--- config.mk ---
export PLATFORM = sky130hd
export DESIGN_NAME = pixel_blend_mode_unit
export DESIGN_NICKNAME = d
export VERILOG_FILES = /design/src/hdl/pbmu_pkg.sv /design/src/hdl/pixel_blend_mode_unit.sv
export SDC_FILE = /design/constraint.sdc
export NUM_CORES = 1
export LEC_CHECK = 0
export BUFFER_PORTS_ARGS = -buffer_cell sky130_fd_sc_hd__buf_2
export CORE_MARGIN = 2
export CORE_UTILIZATION = 35
export DETAILED_ROUTE_END_ITERATION = 12
export GPL_TIMING_DRIVEN = 0
export HOLD_SLACK_MARGIN = 0.1
export PLACE_DENSITY = 0.46
export SLEW_MARGIN = 20
export SYNTH_ARGS = -nofsm -noshare
export SYNTH_HDL_FRONTEND = slang
export SYNTH_SLANG_ARGS = --single-unit
export TNS_END_PERCENT = 5
--- constraint.sdc ---
create_clock -name clk -period 14.65 [get_ports clk]
set_clock_uncertainty 0.15 [all_clocks]
set_input_delay 2.93 -clock clk [delete_from_list [all_inputs] [get_ports clk]]
set_output_delay 2.93 -clock clk [all_outputs]
set_load 0.03 [all_outputs]
--- src/hdl/pbmu_pkg.sv ---
// Package for the pixel blend mode unit: blend mode codes and arithmetic constants.
package pbmu_pkg;

  localparam int unsigned ModeWidth = 4;
  localparam int unsigned ByteWidth = 8;
  localparam int unsigned ProdWidth = 2 * ByteWidth;

  // Reciprocal of 127 as 129 / 2^14; the estimate is low by at most one
  localparam int unsigned RecipMult  = 129;
  localparam int unsigned RecipShift = 14;
  localparam int unsigned EstWidth   = 9;
  localparam int unsigned HalfDiv    = 127;

  typedef enum logic [ModeWidth-1:0] {
    MODE_AVERAGE    = 4'd0,
    MODE_MULTIPLY   = 4'd1,
    MODE_SCREEN     = 4'd2,
    MODE_DARKEN     = 4'd3,
    MODE_LIGHTEN    = 4'd4,
    MODE_DIFFERENCE = 4'd5,
    MODE_NEGATION   = 4'd6,
    MODE_EXCLUSION  = 4'd7,
    MODE_OVERLAY    = 4'd8
  } mode_t;

endpackage

--- src/hdl/pixel_blend_mode_unit.sv ---
// Pixel blend mode unit: four-stage pipelined 8-bit channel blender.
//
// Blends two channel bytes into one under the mode held in the configuration
// register (0 average, 1 multiply, 2 screen, 3 darken, 4 lighten, 5 difference,
// 6 negation, 7 exclusion, 8 overlay; other codes pass second_byte through).
// One item is accepted per clock while in_stall is low; each goes through operand
// select, an 8x8 multiply, the exact quotient by 255 and a reciprocal estimate
// for the divide by 127, then a correction step and the final mode select into the
// output register. Every stage holds only while the stage after it is full and
// blocked, so bubbles close up and a stalled output still lets earlier stages
// fill. The mode is sampled per item at the input; write it only while idle.
module pixel_blend_mode_unit (
  input  logic                             clk,
  input  logic                             rst,
  input  logic                             cfg_valid,
  output logic                             cfg_ready,
  input  logic [pbmu_pkg::ModeWidth-1:0]   cfg_data,
  input  logic                             in_valid,
  output logic                             in_stall,
  input  logic [pbmu_pkg::ByteWidth-1:0]   first_byte,
  input  logic [pbmu_pkg::ByteWidth-1:0]   second_byte,
  output logic                             out_valid,
  input  logic                             out_stall,
  output logic [pbmu_pkg::ByteWidth-1:0]   blended_byte
);
  import pbmu_pkg::*;

  // configuration register
  mode_t blend_mode;

  // stage enables
  logic en1, en2, en3, en_out;

  // stage 1: operands
  logic                 s1_valid;
  mode_t                s1_mode;
  logic [ByteWidth-1:0] s1_a, s1_b, s1_x, s1_y;
  logic                 inv_ops;

  // stage 2: product
  logic                 s2_valid;
  mode_t                s2_mode;
  logic [ByteWidth-1:0] s2_a, s2_b;
  logic [ProdWidth-1:0] s2_prod;

  // stage 3: quotient estimates
  logic                 s3_valid;
  mode_t                s3_mode;
  logic [ByteWidth-1:0] s3_a, s3_b;
  logic [ProdWidth-1:0] s3_prod;
  logic [ByteWidth-1:0] s3_q255;
  logic [EstWidth-1:0]  s3_est;
  logic [ProdWidth:0]   q255_sum;
  logic [ProdWidth+7:0] recip_prod;

  // stage 4: correction and select
  logic [ProdWidth:0]   rem127;
  logic [EstWidth-1:0]  q127;
  logic [ByteWidth:0]   sum_ab;
  logic [ByteWidth-1:0] diff_ab;
  logic [ByteWidth-1:0] result;

  assign cfg_ready = 1'b1;

  always_ff @(posedge clk) begin
    if (rst) begin
      blend_mode <= MODE_AVERAGE;
    end else if (cfg_valid && cfg_ready) begin
      blend_mode <= mode_t'(cfg_data);
    end
  end

  // a stage advances when the one after it is empty or advancing
  assign en_out   = !out_valid || !out_stall;
  assign en3      = !s3_valid || en_out;
  assign en2      = !s2_valid || en3;
  assign en1      = !s1_valid || en2;
  assign in_stall = !en1;

  // screen and the upper half of overlay work on inverted operands
  assign inv_ops = (blend_mode == MODE_SCREEN) ||
                   ((blend_mode == MODE_OVERLAY) && first_byte[ByteWidth-1]);

  always_ff @(posedge clk) begin
    if (rst) begin
      s1_valid <= 1'b0;
    end else if (en1) begin
      s1_valid <= in_valid;
    end
  end

  always_ff @(posedge clk) begin
    if (en1) begin
      s1_mode <= blend_mode;
      s1_a    <= first_byte;
      s1_b    <= second_byte;
      s1_x    <= inv_ops ? ~first_byte  : first_byte;
      s1_y    <= inv_ops ? ~second_byte : second_byte;
    end
  end

  always_ff @(posedge clk) begin
    if (rst) begin
      s2_valid <= 1'b0;
    end else if (en2) begin
      s2_valid <= s1_valid;
    end
  end

  always_ff @(posedge clk) begin
    if (en2) begin
      s2_mode <= s1_mode;
      s2_a    <= s1_a;
      s2_b    <= s1_b;
      s2_prod <= ProdWidth'(s1_x) * ProdWidth'(s1_y);
    end
  end

  // p / 255 = (p + (p >> 8) + 1) >> 8, exact for any product of two bytes
  assign q255_sum   = {1'b0, s2_prod} + (ProdWidth+1)'(s2_prod >> ByteWidth) +
                      (ProdWidth+1)'(1);
  assign recip_prod = (ProdWidth+8)'(s2_prod) * (ProdWidth+8)'(RecipMult);

  always_ff @(posedge clk) begin
    if (rst) begin
      s3_valid <= 1'b0;
    end else if (en3) begin
      s3_valid <= s2_valid;
    end
  end

  always_ff @(posedge clk) begin
    if (en3) begin
      s3_mode <= s2_mode;
      s3_a    <= s2_a;
      s3_b    <= s2_b;
      s3_prod <= s2_prod;
      s3_q255 <= q255_sum[ByteWidth +: ByteWidth];
      s3_est  <= recip_prod[RecipShift +: EstWidth];
    end
  end

  // bump the estimate once when the remainder reaches the divisor
  assign rem127 = {1'b0, s3_prod} - ((ProdWidth+1)'(s3_est) * (ProdWidth+1)'(HalfDiv));
  assign q127   = s3_est + EstWidth'(rem127 >= (ProdWidth+1)'(HalfDiv));
  assign sum_ab = {1'b0, s3_a} + {1'b0, s3_b};
  assign diff_ab = (s3_a > s3_b) ? (s3_a - s3_b) : (s3_b - s3_a);

  always_comb begin
    result = s3_b;
    unique case (s3_mode)
      MODE_AVERAGE:    result = sum_ab[ByteWidth:1];
      MODE_MULTIPLY:   result = s3_q255;
      MODE_SCREEN:     result = ~s3_q255;
      MODE_DARKEN:     result = (s3_a < s3_b) ? s3_a : s3_b;
      MODE_LIGHTEN:    result = (s3_a > s3_b) ? s3_a : s3_b;
      MODE_DIFFERENCE: result = diff_ab;
      MODE_NEGATION:   result = sum_ab[ByteWidth] ? ~sum_ab[ByteWidth-1:0] - ByteWidth'(1)
                                                   : sum_ab[ByteWidth-1:0];
      MODE_EXCLUSION:  result = sum_ab[ByteWidth-1:0] - q127[ByteWidth-1:0];
      MODE_OVERLAY:    result = s3_a[ByteWidth-1] ? ~q127[ByteWidth-1:0]
                                                  : q127[ByteWidth-1:0];
      default:         result = s3_b;
    endcase
  end

  always_ff @(posedge clk) begin
    if (rst) begin
      out_valid <= 1'b0;
    end else if (en_out) begin
      out_valid <= s3_valid;
    end
  end

  always_ff @(posedge clk) begin
    if (en_out) begin
      blended_byte <= result;
    end
  end

`ifndef SYNTHESIS
  a_stall_only_when_full: assert property (@(posedge clk) disable iff (rst)
    in_stall |-> (s1_valid && s2_valid && s3_valid && out_valid))
    else $error("input stalled while the pipeline has a free stage");

  a_stage3_delivers: assert property (@(posedge clk) disable iff (rst)
    (s3_valid && en_out) |=> out_valid)
    else $error("item lost between stage 3 and the output register");

  a_div127_corrected: assert property (@(posedge clk) disable iff (rst)
    s3_valid |-> (rem127 < (ProdWidth+1)'(2 * HalfDiv)))
    else $error("reciprocal estimate for the divide by 127 is off by more than one");
`endif

endmodule

### Word level (Yosys, flattened, before mapping)

Index checks and enable logic that the tools add are counted.

* bits in registers: 141
* input port bits: 25
* output and inout bits: 11
* word-level logic and storage cells: 72

* add/sub/neg operators: 9
* multiply operators: 3
* order comparisons: 3
* equal/unequal tests: 10
* mux-type cells: 8
* bitwise logic cells: 5
* reduce and logical (&&, ||, !) cells: 13

Operators by type and width (count)
* $pmux W8 S9: 1
* $mux W8: 7
* $not A8 Y8: 5
* $sub A8 B8 Y8: 3
* $mul A16 B8 Y23 const B: 1
* $ge A17 B7 Y1 const B: 1
* $sub A16 B16 Y17: 1
* $add A16 B1 Y16 const B: 1
* $add A16 B8 Y16: 1
* $eq A4 B3 Y1 const B: 4
* $mul A8 B8 Y16: 1
* $mul A9 B7 Y16 const B: 1
* $eq A4 B2 Y1 const B: 3
* $add A8 B8 Y9: 1
* $add A8 B1 Y8: 1
* $eq A4 B4 Y1 const B: 2
* $gt A8 B8 Y1: 1
* $lt A8 B8 Y1: 1
* $sub A8 B1 Y8 const B: 1
* $logic_not A1 Y1: 6
* $logic_or A1 B1 Y1: 5
* $eq A4 B1 Y1 const B: 1
* $logic_not A4 Y1: 1
* $logic_and A1 B1 Y1: 1

### Longest topological paths before layout

Gate-level depths: netlist (run 1).

* word-level depth: 7
* mapped depth: 31
* gate-level depth less buffers: 31

### Worst setup path after synthesis (run 1)

No wires, ideal clock.

* path kind: input to output
* from: input port out_stall
* to: output port in_stall
* arrival time: 4.615 ns
* data required time: 11.570 ns
* path slack: 6.955 ns
* cell stages on the path: 3
* path buffers: 0
* cell sequence: and3_1 nand3_1 inv_1

* longest elaborated chain between the ends: 6

Ends and longest elaborated chain
* from (decl): line pixel_blend_mode_unit.sv:23 `input logic out_stall,`
* $logic_not A1 Y1: line pixel_blend_mode_unit.sv:74 `assign en_out = !out_valid || !out_stall;`
* $logic_or A1 B1 Y1: line pixel_blend_mode_unit.sv:74
* $logic_or A1 B1 Y1: line pixel_blend_mode_unit.sv:75 `assign en3 = !s3_valid || en_out;`
* $logic_or A1 B1 Y1: line pixel_blend_mode_unit.sv:76 `assign en2 = !s2_valid || en3;`
* $logic_or A1 B1 Y1: line pixel_blend_mode_unit.sv:77 `assign en1 = !s1_valid || en2;`
* $logic_not A1 Y1: line pixel_blend_mode_unit.sv:78 `assign in_stall = !en1;`
* to (decl): line pixel_blend_mode_unit.sv:19 `output logic in_stall,`

Every way passes these cells.

### Worst setup path in the final report (run 1)

* from: register s3_est[0]
* to: register blended_byte[5] (netlist bit) (data pin)

* longest elaborated chain between the ends: 7
* elaborated cells on any way between the ends: 8
* classes of those cells: add/sub: 3; mul: 1; order compare: 1; mux: 2; bitwise: 1

Ends and longest elaborated chain
* from (decl): line pixel_blend_mode_unit.sv:52 `logic [EstWidth-1:0] s3_est;`
* from (signal assigned): line pixel_blend_mode_unit.sv:139 `s3_est <= recip_prod[RecipShift +: EstWidth];`
* $mul A9 B7 Y16: line pixel_blend_mode_unit.sv:144 `assign rem127 = {1'b0, s3_prod} - ((ProdWidth+1)'(s3_est) * (ProdWidth+1)'(HalfDiv));`
* $sub A16 B16 Y17: line pixel_blend_mode_unit.sv:144
* $ge A17 B7 Y1: line pixel_blend_mode_unit.sv:145 `assign q127 = s3_est + EstWidth'(rem127 >= (ProdWidth+1)'(HalfDiv));`
* $add A8 B1 Y8 *: line pixel_blend_mode_unit.sv:145
* branches (longest 2 deep; another with $sub A8 B8 Y8)
* $pmux W8 S9 *: line pixel_blend_mode_unit.sv:151 `unique case (s3_mode)`
* named net result[5]: line pixel_blend_mode_unit.sv:61 `logic [ByteWidth-1:0] result;`
* to (signal assigned): line pixel_blend_mode_unit.sv:177 `blended_byte <= result;`
* to (decl): line pixel_blend_mode_unit.sv:24 `output logic [pbmu_pkg::ByteWidth-1:0] blended_byte`

Mark *: on every way through the listed nets, which the timed path passes.
A chain may end at the register's enable or synchronous reset.

==> flow_metrics.env, run 1 <==
export IMPL_yosys_register_bits=141
export IMPL_clk_latency_ns=0.43
export IMPL_synth_cell_types=68
export IMPL_postCtsSetupBuffers=0
export IMPL_dr_pass1_iters=6
export IMPL_setup_viol=0
export IMPL_r2r_cells=27
export IMPL_critical_path_max_fanout=9
export IMPL_routabilityCongestion=0.857
export IMPL_setup_slack_ns=6.19
export IMPL_num_rows=67
export IMPL_end_kind="flip-flop"
export IMPL_postPlaceCellArea_um2=12700
export IMPL_ant_nets=0
export IMPL_min_from="s1_mode[1]"
export IMPL_numCtsBuffers=17
export IMPL_cts_num_sinks=141
export IMPL_die_y_um=189
export IMPL_cp_required_ns=14.65
export IMPL_vias=7985
export IMPL_synthesis_area_um2=11900
export IMPL_coreArea_um2=33500
export IMPL_status="completed"
export IMPL_wl_um=26300
export IMPL_hold_path_depth=0
export IMPL_rr_endpoint="blended_byte[5]"
export IMPL_synthFlopType="edfxtp_1"
export IMPL_r2r_start="s3_est[0]"
export IMPL_finalCriticalPeriod_ns=8.46
export IMPL_via_per_inst=4.85
export IMPL_synth_edf_count=133
export IMPL_cts_resized=0
export IMPL_grt_usage=0.153
export IMPL_floorplan_initialDensity=0.356
export IMPL_root_buffer="clkbuf_16"
export IMPL_die_w_um=189
export IMPL_synth_async_reset_ratio=0
export IMPL_syn_avg_cell_area_um2=10.6
export IMPL_rsz0062_at_grt="false"
export IMPL_critPathKind="reg2reg"
export IMPL_cp_arrival_ns=8.46
export IMPL_synth_cells=1130
export IMPL_grt_busiest_layer="met2"
export IMPL_portBuffers=32
export IMPL_path_clk_slew_ns=0.08
export IMPL_dpl_hpwl_um=21500
export IMPL_finalSetupTns_ns=0
export IMPL_n_fill_cell=3337
export IMPL_max_slew_margin=0.478
export IMPL_fin_nets=1432
export IMPL_cts_max_path_buffers=2
export IMPL_antennaDiodeCount=0
export IMPL_drive_gt1_frac=0.0744
export IMPL_grt_pass1_wl_um=43000
export IMPL_syn_to_final_growth_pct=11.8
export IMPL_seq_area_frac_synth=0.348
export IMPL_top_regs="s2_prod: 16 flops, s3_prod: 16 flops, s3_est: 9 flops"
export IMPL_fp_dieArea_um2=35600
export IMPL_critPathLaunchType="flip-flop"
export IMPL_cts_hold_buf=0
export IMPL_tightest_slew_ns=0.778
export IMPL_syn_num_nets=1378
export IMPL_grt_ovfl_total=0
export IMPL_synth_warnings=0
export IMPL_slew_violations=0
export IMPL_drt_iter0_drc=393
export IMPL_grt_pass1_vias=7923
export IMPL_rrSetupSlack_ns=6.19
export IMPL_dp_slack_ns=6.12
export IMPL_hold_violations=0
export IMPL_fin_area_um2=13400
export IMPL_min_period_over_period=0.578
export IMPL_drc=0
export IMPL_met3_usage=0.0190
export IMPL_hold_path_class="reg2reg"
export IMPL_routedWlPerCell_um=16.0
export IMPL_min_delay_worst_endpoint="s2_mode[1]"
export IMPL_fmax_mhz=118
export IMPL_gr_usage_met1=0.227
export IMPL_cts_tree="done"
export IMPL_grt_max_degree=36
export IMPL_use_met2=0.239
export IMPL_io_pins=36
export IMPL_drv_cap=0
export IMPL_htree_levels=4
export IMPL_antenna_found_initial=0
## how the worst max path moves through the flow
stage	start	end	slack, ns	cells past startpoint
6_report	s3_est[0]	blended_byte[5]	6.19	27
5_1_grt	s3_est[0]	blended_byte[5]	5.54	27
4_1_cts	s3_est[0]	blended_byte[5]	6.08	27
3_5_place_dp	s3_est[0]	blended_byte[5]	6.12	27
3_3_place_gp	s3_est[0]	blended_byte[6]	6.24	27
2_1_floorplan	out_stall	in_stall	6.96	3
## kinds of logic after synthesis
| group | count (synthesis) | synth area share |
|---|---|---|
| and+or+nand+nor | 256 | 0.107 |
| muxes | 21 | 0.0177 |
| adders and majority gates | 223 | 0.286 |
| DFF | 141 | 0.348 |
| other | 1 | 0.000314 |
| buffers and inverters | 203 | 0.0651 |
| xor gates and xnor gates | 88 | 0.0645 |
| AOI/OAI and AO/OA | 197 | 0.112 |
## metal layers
layer / up-vias / share of wire
li1: 3982 / -
met3: 21 / 0.023
met5: - / 0
met4: 0 / 0.012
met1: 3858 / 0.52
met2: 124 / 0.44
## cell type report
cell class	instances	area, um^2	area share
Buffer	27	118	0.00881
Clock buffer	17	425	0.0319
Clock inverter	15	195	0.0146
Inverter	176	661	0.0495
Multi-Input combinational cell	786	7020	0.526
Sequential cell	141	4150	0.311
Tap cell	448	561	0.0420
Timing Repair Buffer	35	220	0.0165
## per-stage QoR
step           hold slack [ns]  utilization  instances
2_1_floorplan            0.250            -       1130
3_3_place_gp             0.255        0.378       1610
3_5_place_dp             0.256        0.380       1613
4_1_cts                  0.274        0.398       1645
5_1_grt                  0.281        0.398       1645
6_report                 0.271        0.398       1645
## cells in the final DEF (no fill, tap or decap), types with 27 or more instances in the layout
cell and instances:
xor2_1 27, fa_1 83, buf_2 36, nand2_1 57
o21ai_0 35, nor2_1 62, edfxtp_1 133, xnor2_1 61
ha_1 140, and2_1 36, inv_1 175, a21oi_1 47
## worst max-delay path, stage by stage, from the launching register on
cell	delay, ns
edfxtp_1	0.56
fa_1	0.67
inv_1	0.08
fa_1	0.48
fa_1	0.54
inv_1	0.05
fa_1	0.53
inv_1	0.04
ha_1	0.22
or3_4	0.34
or2_1	0.24
o2111ai_1	0.24
a21boi_0	0.19
o41ai_1	0.34
nand4_1	0.21
or4_1	0.62
ha_1	0.27
ha_1	0.23
xnor2_1	0.32
ha_1	0.36
o21ai_0	0.17
a21oi_1	0.07
o21ai_0	0.25
nand2b_1	0.11
xnor2_1	0.14
nor2_1	0.07
a2111oi_0	0.53
o22ai_1	0.17
## cells in the mapped netlist, types with 7 or more instances
cell type,instances,area share
nor2b_1,14,0.0073
nand2b_1,13,0.0068
a211oi_1,11,0.0069
ha_1,140,0.15
nand3_1,12,0.0050
nor2_1,62,0.019
nand4_1,8,0.0042
a21o_1,9,0.0057
a21oi_1,47,0.020
a31oi_1,9,0.0047
mux2i_1,20,0.017
nor3_1,20,0.0084
xor2_1,27,0.020
nand2_1,58,0.018
dfxtp_1,8,0.013
inv_1,176,0.055
o22ai_1,7,0.0037
fa_1,83,0.14
and2_1,36,0.019
o211ai_1,9,0.0057
o21a_1,10,0.0063
edfxtp_1,133,0.33
or3_1,8,0.0042
clkbuf_1,20,0.0063
o21ai_0,35,0.015
xnor2_1,61,0.045
o21bai_1,11,0.0069
Power of run 1 is not shown: default switching activity piles up to over one toggle a cycle in this logic, so the estimate is an artifact.
==> run 2, diff against run 1 <==
PLACE_DENSITY = 0.48   (was 0.46)
clock period = 7.7 ns   (was 14.65 ns; I/O delays follow)
==> flow_metrics.env, run 2 (same netlist as run 1, synthesis figures left out) <==
export IMPL_hold_path_class="reg2reg"
export IMPL_grt_max_degree=36
export IMPL_numCtsBuffers=17
export IMPL_wl_met1_um=13100
export IMPL_dpl_hpwl_um=21000
export IMPL_syn_to_final_growth_pct=15.4
export IMPL_n_fill_cell=3264
export IMPL_via_per_inst=4.86
export IMPL_die_w_um=189
export IMPL_antennaDiodeCount=0
export IMPL_io_pins=36
export IMPL_slowest_stage="fa_1"
export IMPL_max_slew_margin=0.410
export IMPL_min_period_over_period=0.998
export IMPL_rrSetupSlack_ns=0.02
export IMPL_grt_pass1_vias=8426
export IMPL_path_clk_slew_ns=0.07
export IMPL_critPathKind="reg2reg"
export IMPL_hold_violations=0
export IMPL_drt_iter0_drc=514
export IMPL_critical_path_max_fanout=4
export IMPL_vias=8119
export IMPL_portBuffers=32
export IMPL_num_rows=67
export IMPL_floorplan_initialDensity=0.356
export IMPL_htree_levels=4
export IMPL_antenna_found_initial=0
export IMPL_setup_slack_ns=0.0171
export IMPL_dp_slack_ns=-0.782
export IMPL_finalCriticalPeriod_ns=7.68
export IMPL_root_buffer="clkbuf_16"
export IMPL_crit_top_cell="fa_1"
export IMPL_grt_pass1_wl_um=44200
export IMPL_final_common_cell="inv_1"
export IMPL_fin_nets=1458
export IMPL_final_cell_mix="164 x inv_1, 133 x edfxtp_1, 129 x ha_1"
export IMPL_drv_cap=0
export IMPL_cts_max_path_buffers=2
export IMPL_drc=0
export IMPL_slowest_delay_ns=0.56
export IMPL_cp_arrival_ns=7.71
export IMPL_die_y_um=189
export IMPL_status="completed"
export IMPL_wl_met2_um=12000
export IMPL_r2r_start="s3_est[2]"
export IMPL_critPathLaunchType="flip-flop"
export IMPL_fp_dieArea_um2=35600
export IMPL_grt_usage=0.157
export IMPL_cp_required_ns=7.73
export IMPL_min_from="s2_mode[3]"
export IMPL_routedWlPerCell_um=15.9
export IMPL_setup_viol=0
export IMPL_rsz0062_at_grt="true"
export IMPL_fmax_mhz=130
export IMPL_end_kind="flip-flop"
export IMPL_coreArea_um2=33500
export IMPL_dr_pass1_iters=5
export IMPL_crit_start="s3_est[2]"
export IMPL_maxUsedRoutingLayer="met4"
export IMPL_drive_gt1_frac=0.129
export IMPL_slew_violations=0
export IMPL_wl_met3_um=846
export IMPL_ant_nets=0
export IMPL_routabilityCongestion=0.859
export IMPL_top_regs="s2_prod: 16 flops, s3_prod: 16 flops, s3_est: 9 flops"
export IMPL_tightest_slew_ns=0.878
export IMPL_cts_num_sinks=141
export IMPL_grt_ovfl_total=0
export IMPL_wl_um=26500
export IMPL_clk_latency_ns=0.42
export IMPL_cts_tree="done"
## run 2: cell types whose count changed in the layout (fill, tap and decap cells not counted), moves of 5 or more
cell	previous run	this run
inv_2	1	9
inv_6	1	6
inv_1	175	164
buf_4	3	27
ha_4	0	8
clkinv_8	7	2
ha_1	140	129
## run 2: final timing paths
path | depth (start not counted) | to
hold / removal | 0 | s3_mode[3]
setup / recovery | 28 | blended_byte[6]
hold reg to reg | 0 | s3_mode[3]
setup reg to reg | 28 | blended_byte[6]
## run 2: final cells by class
class	count	area [um^2]	area share
Clock buffer	17	425	0.0309
Clock inverter	15	169	0.0123
Tap cell	448	561	0.0407
Buffer	27	118	0.00853
Timing Repair Buffer	61	430	0.0312
Inverter	176	669	0.0486
Sequential cell	141	4150	0.301
Multi-Input combinational cell	786	7260	0.527
## run 2: per-stage QoR
stage,TNS [ns],utilization,std cells,area (um^2),hold slack [ns]
finish,0,0.411,1671,13800,0.269
global route,-0.679,0.411,1671,13800,0.279
CTS,0,0.408,1668,13700,0.270
detailed placement,-3.72,0.380,1613,12700,0.255
global placement,-3.52,0.378,1610,12700,0.255
floorplan,0,-,1130,11900,0.250
## run 2: critical path: cells and delay by family, from the launching register on
| kind | cells | cell delay, ns |
|---|---|---|
| simple gates | 3 | 1.05 |
| compound gates | 10 | 2.10 |
| buf+inv | 5 | 0.35 |
| xor+xnor | 2 | 0.28 |
| flops | 1 | 0.43 |
| fa+ha+maj | 8 | 3.09 |
## run 2: metal layers
| metal | vias up | track usage |
|---|---|---|
| met5 | - | 0 |
| met3 | 33 | 0.0222 |
| li1 | 4039 | - |
| met1 | 3895 | 0.221 |
| met4 | 0 | 0.0430 |
| met2 | 152 | 0.251 |
## run 2: timing repair
action,4_1_cts,5_1_grt
cloned,0,0
endpoints found under the setup margin,7,6
hold buffers,0,0
pin swaps,23,35
setup buffers,23,3
gates resized for setup,35,24
Power of run 2 is left out for the same reason.
==> run 3, diff against run 2 <==
PLACE_DENSITY = 0.46   (was 0.48)
clock period = 7.59 ns   (was 7.7 ns; I/O delays follow)
==> flow_metrics.env, run 3 (same netlist as run 1, synthesis figures left out) <==
export IMPL_fmax_mhz=132
export IMPL_die_w_um=189
export IMPL_root_buffer="clkbuf_16"
export IMPL_floorplan_initialDensity=0.356
export IMPL_num_rows=67
export IMPL_hold_violations=0
export IMPL_via_per_inst=4.83
export IMPL_portBuffers=32
export IMPL_wl_um=26800
export IMPL_maxUsedRoutingLayer="met4"
export IMPL_n_fill_cell=3312
export IMPL_cp_arrival_ns=7.59
export IMPL_finalCriticalPeriod_ns=7.56
export IMPL_top_regs="s2_prod: 16 flops, s3_prod: 16 flops, s3_est: 9 flops"
export IMPL_grt_pass1_vias=8095
export IMPL_slew_violations=0
export IMPL_numCtsBuffers=17
export IMPL_drv_cap=0
export IMPL_fin_nets=1458
export IMPL_worst_path_buf_inv=7
export IMPL_antenna_found_initial=0
export IMPL_critPathLaunchType="flip-flop"
export IMPL_grt_usage=0.155
export IMPL_drive_gt1_frac=0.131
export IMPL_wl_met3_um=717
export IMPL_vias=8075
export IMPL_cts_max_path_buffers=2
export IMPL_dr_pass1_iters=5
export IMPL_path_clk_slew_ns=0.08
export IMPL_end_kind="flip-flop"
export IMPL_fp_dieArea_um2=35600
export IMPL_final_common_cell="inv_1"
export IMPL_slowest_stage="fa_1"
export IMPL_tightest_slew_ns=0.871
export IMPL_critPathKind="reg2reg"
export IMPL_routabilityCongestion=0.857
export IMPL_cts_tree="done"
export IMPL_ant_nets=0
export IMPL_clk_latency_ns=0.42
export IMPL_cp_required_ns=7.62
export IMPL_critPathTopFamily="adder cells"
export IMPL_hold_path_class="reg2reg"
export IMPL_grt_ovfl_total=0
export IMPL_wl_met1_um=13700
export IMPL_slowest_delay_ns=0.54
export IMPL_syn_to_final_growth_pct=15.7
export IMPL_cts_num_sinks=141
export IMPL_antennaDiodeCount=0
export IMPL_setup_viol=0
export IMPL_grt_max_degree=36
export IMPL_htree_levels=4
export IMPL_dpl_hpwl_um=21500
export IMPL_critical_path_max_fanout=3
export IMPL_max_slew_margin=0.415
export IMPL_wl_met2_um=12000
export IMPL_routedWlPerCell_um=16.1
export IMPL_io_pins=36
export IMPL_min_period_over_period=0.996
export IMPL_die_y_um=189
export IMPL_status="completed"
export IMPL_finalSetupTns_ns=0
export IMPL_drc=0
export IMPL_coreArea_um2=33500
export IMPL_crit_top_cell="fa_1"
export IMPL_grt_pass1_wl_um=43600
export IMPL_final_cell_mix="164 x inv_1, 133 x edfxtp_1, 128 x ha_1"
export IMPL_drt_iter0_drc=461
export IMPL_rsz0062_at_grt="true"
[run 3: area by class of cell]
cell class	count	area, um^2	area share
multi-input combinational	786	7280	0.527
sequential	141	4150	0.300
inverter	176	669	0.0484
tap	448	561	0.0405
clock buffer	17	425	0.0308
timing repair buffer	61	423	0.0306
clock inverter	15	195	0.0141
buffer	27	118	0.00851
[run 3: metrics by stage]
step                utilization  setup slack [ns]  instances  hold slack (ns)  area (um^2)
finish                    0.412            0.0303       1671            0.271        13800
global route              0.412            -0.273       1671            0.281        13800
CTS                       0.410           0.00644       1668            0.274        13700
detailed placement        0.380            -0.935       1613            0.256        12700
global placement          0.378            -0.815       1610            0.255        12700
floorplan                     -            0.0475       1130            0.250        11900
[run 3: path summary, 6_finish.rpt]
path | from | to | slack [ns] | cells past startpoint
min | s1_mode[1] | s2_mode[1] | 0.27 | 0
max | s3_est[6] | blended_byte[6] | 0.03 | 31
min reg2reg | s1_mode[1] | s2_mode[1] | 0.27 | 0
max reg2reg | s3_est[6] | blended_byte[6] | 0.03 | 31
[run 3: routing by layer]
layer	up-vias	GRT usage
li1	4046	-
met1	3875	0.228
met2	132	0.243
met3	22	0.0190
met4	0	0.0361
met5	-	0
[run 3: worst reg2reg max path: cells and delay by family (launching register included)]
family	cells	cell delay (ns)
AO/OA/AOI/OAI	10	1.67
XOR/XNOR	1	0.25
adder cells (fa/ha/maj)	8	3.16
buffers and inverters	7	0.55
flip-flops	1	0.39
multiplexers	1	0.21
AND/OR/NAND/NOR	4	0.96
[run 3: timing repair]
item,4_1_cts,5_1_grt
pin swaps,36,20
gates resized for setup,48,15
hold buffers,0,0
setup endpoints to repair,7,5
setup buffers,23,3
Power of run 3 is left out for the same reason.
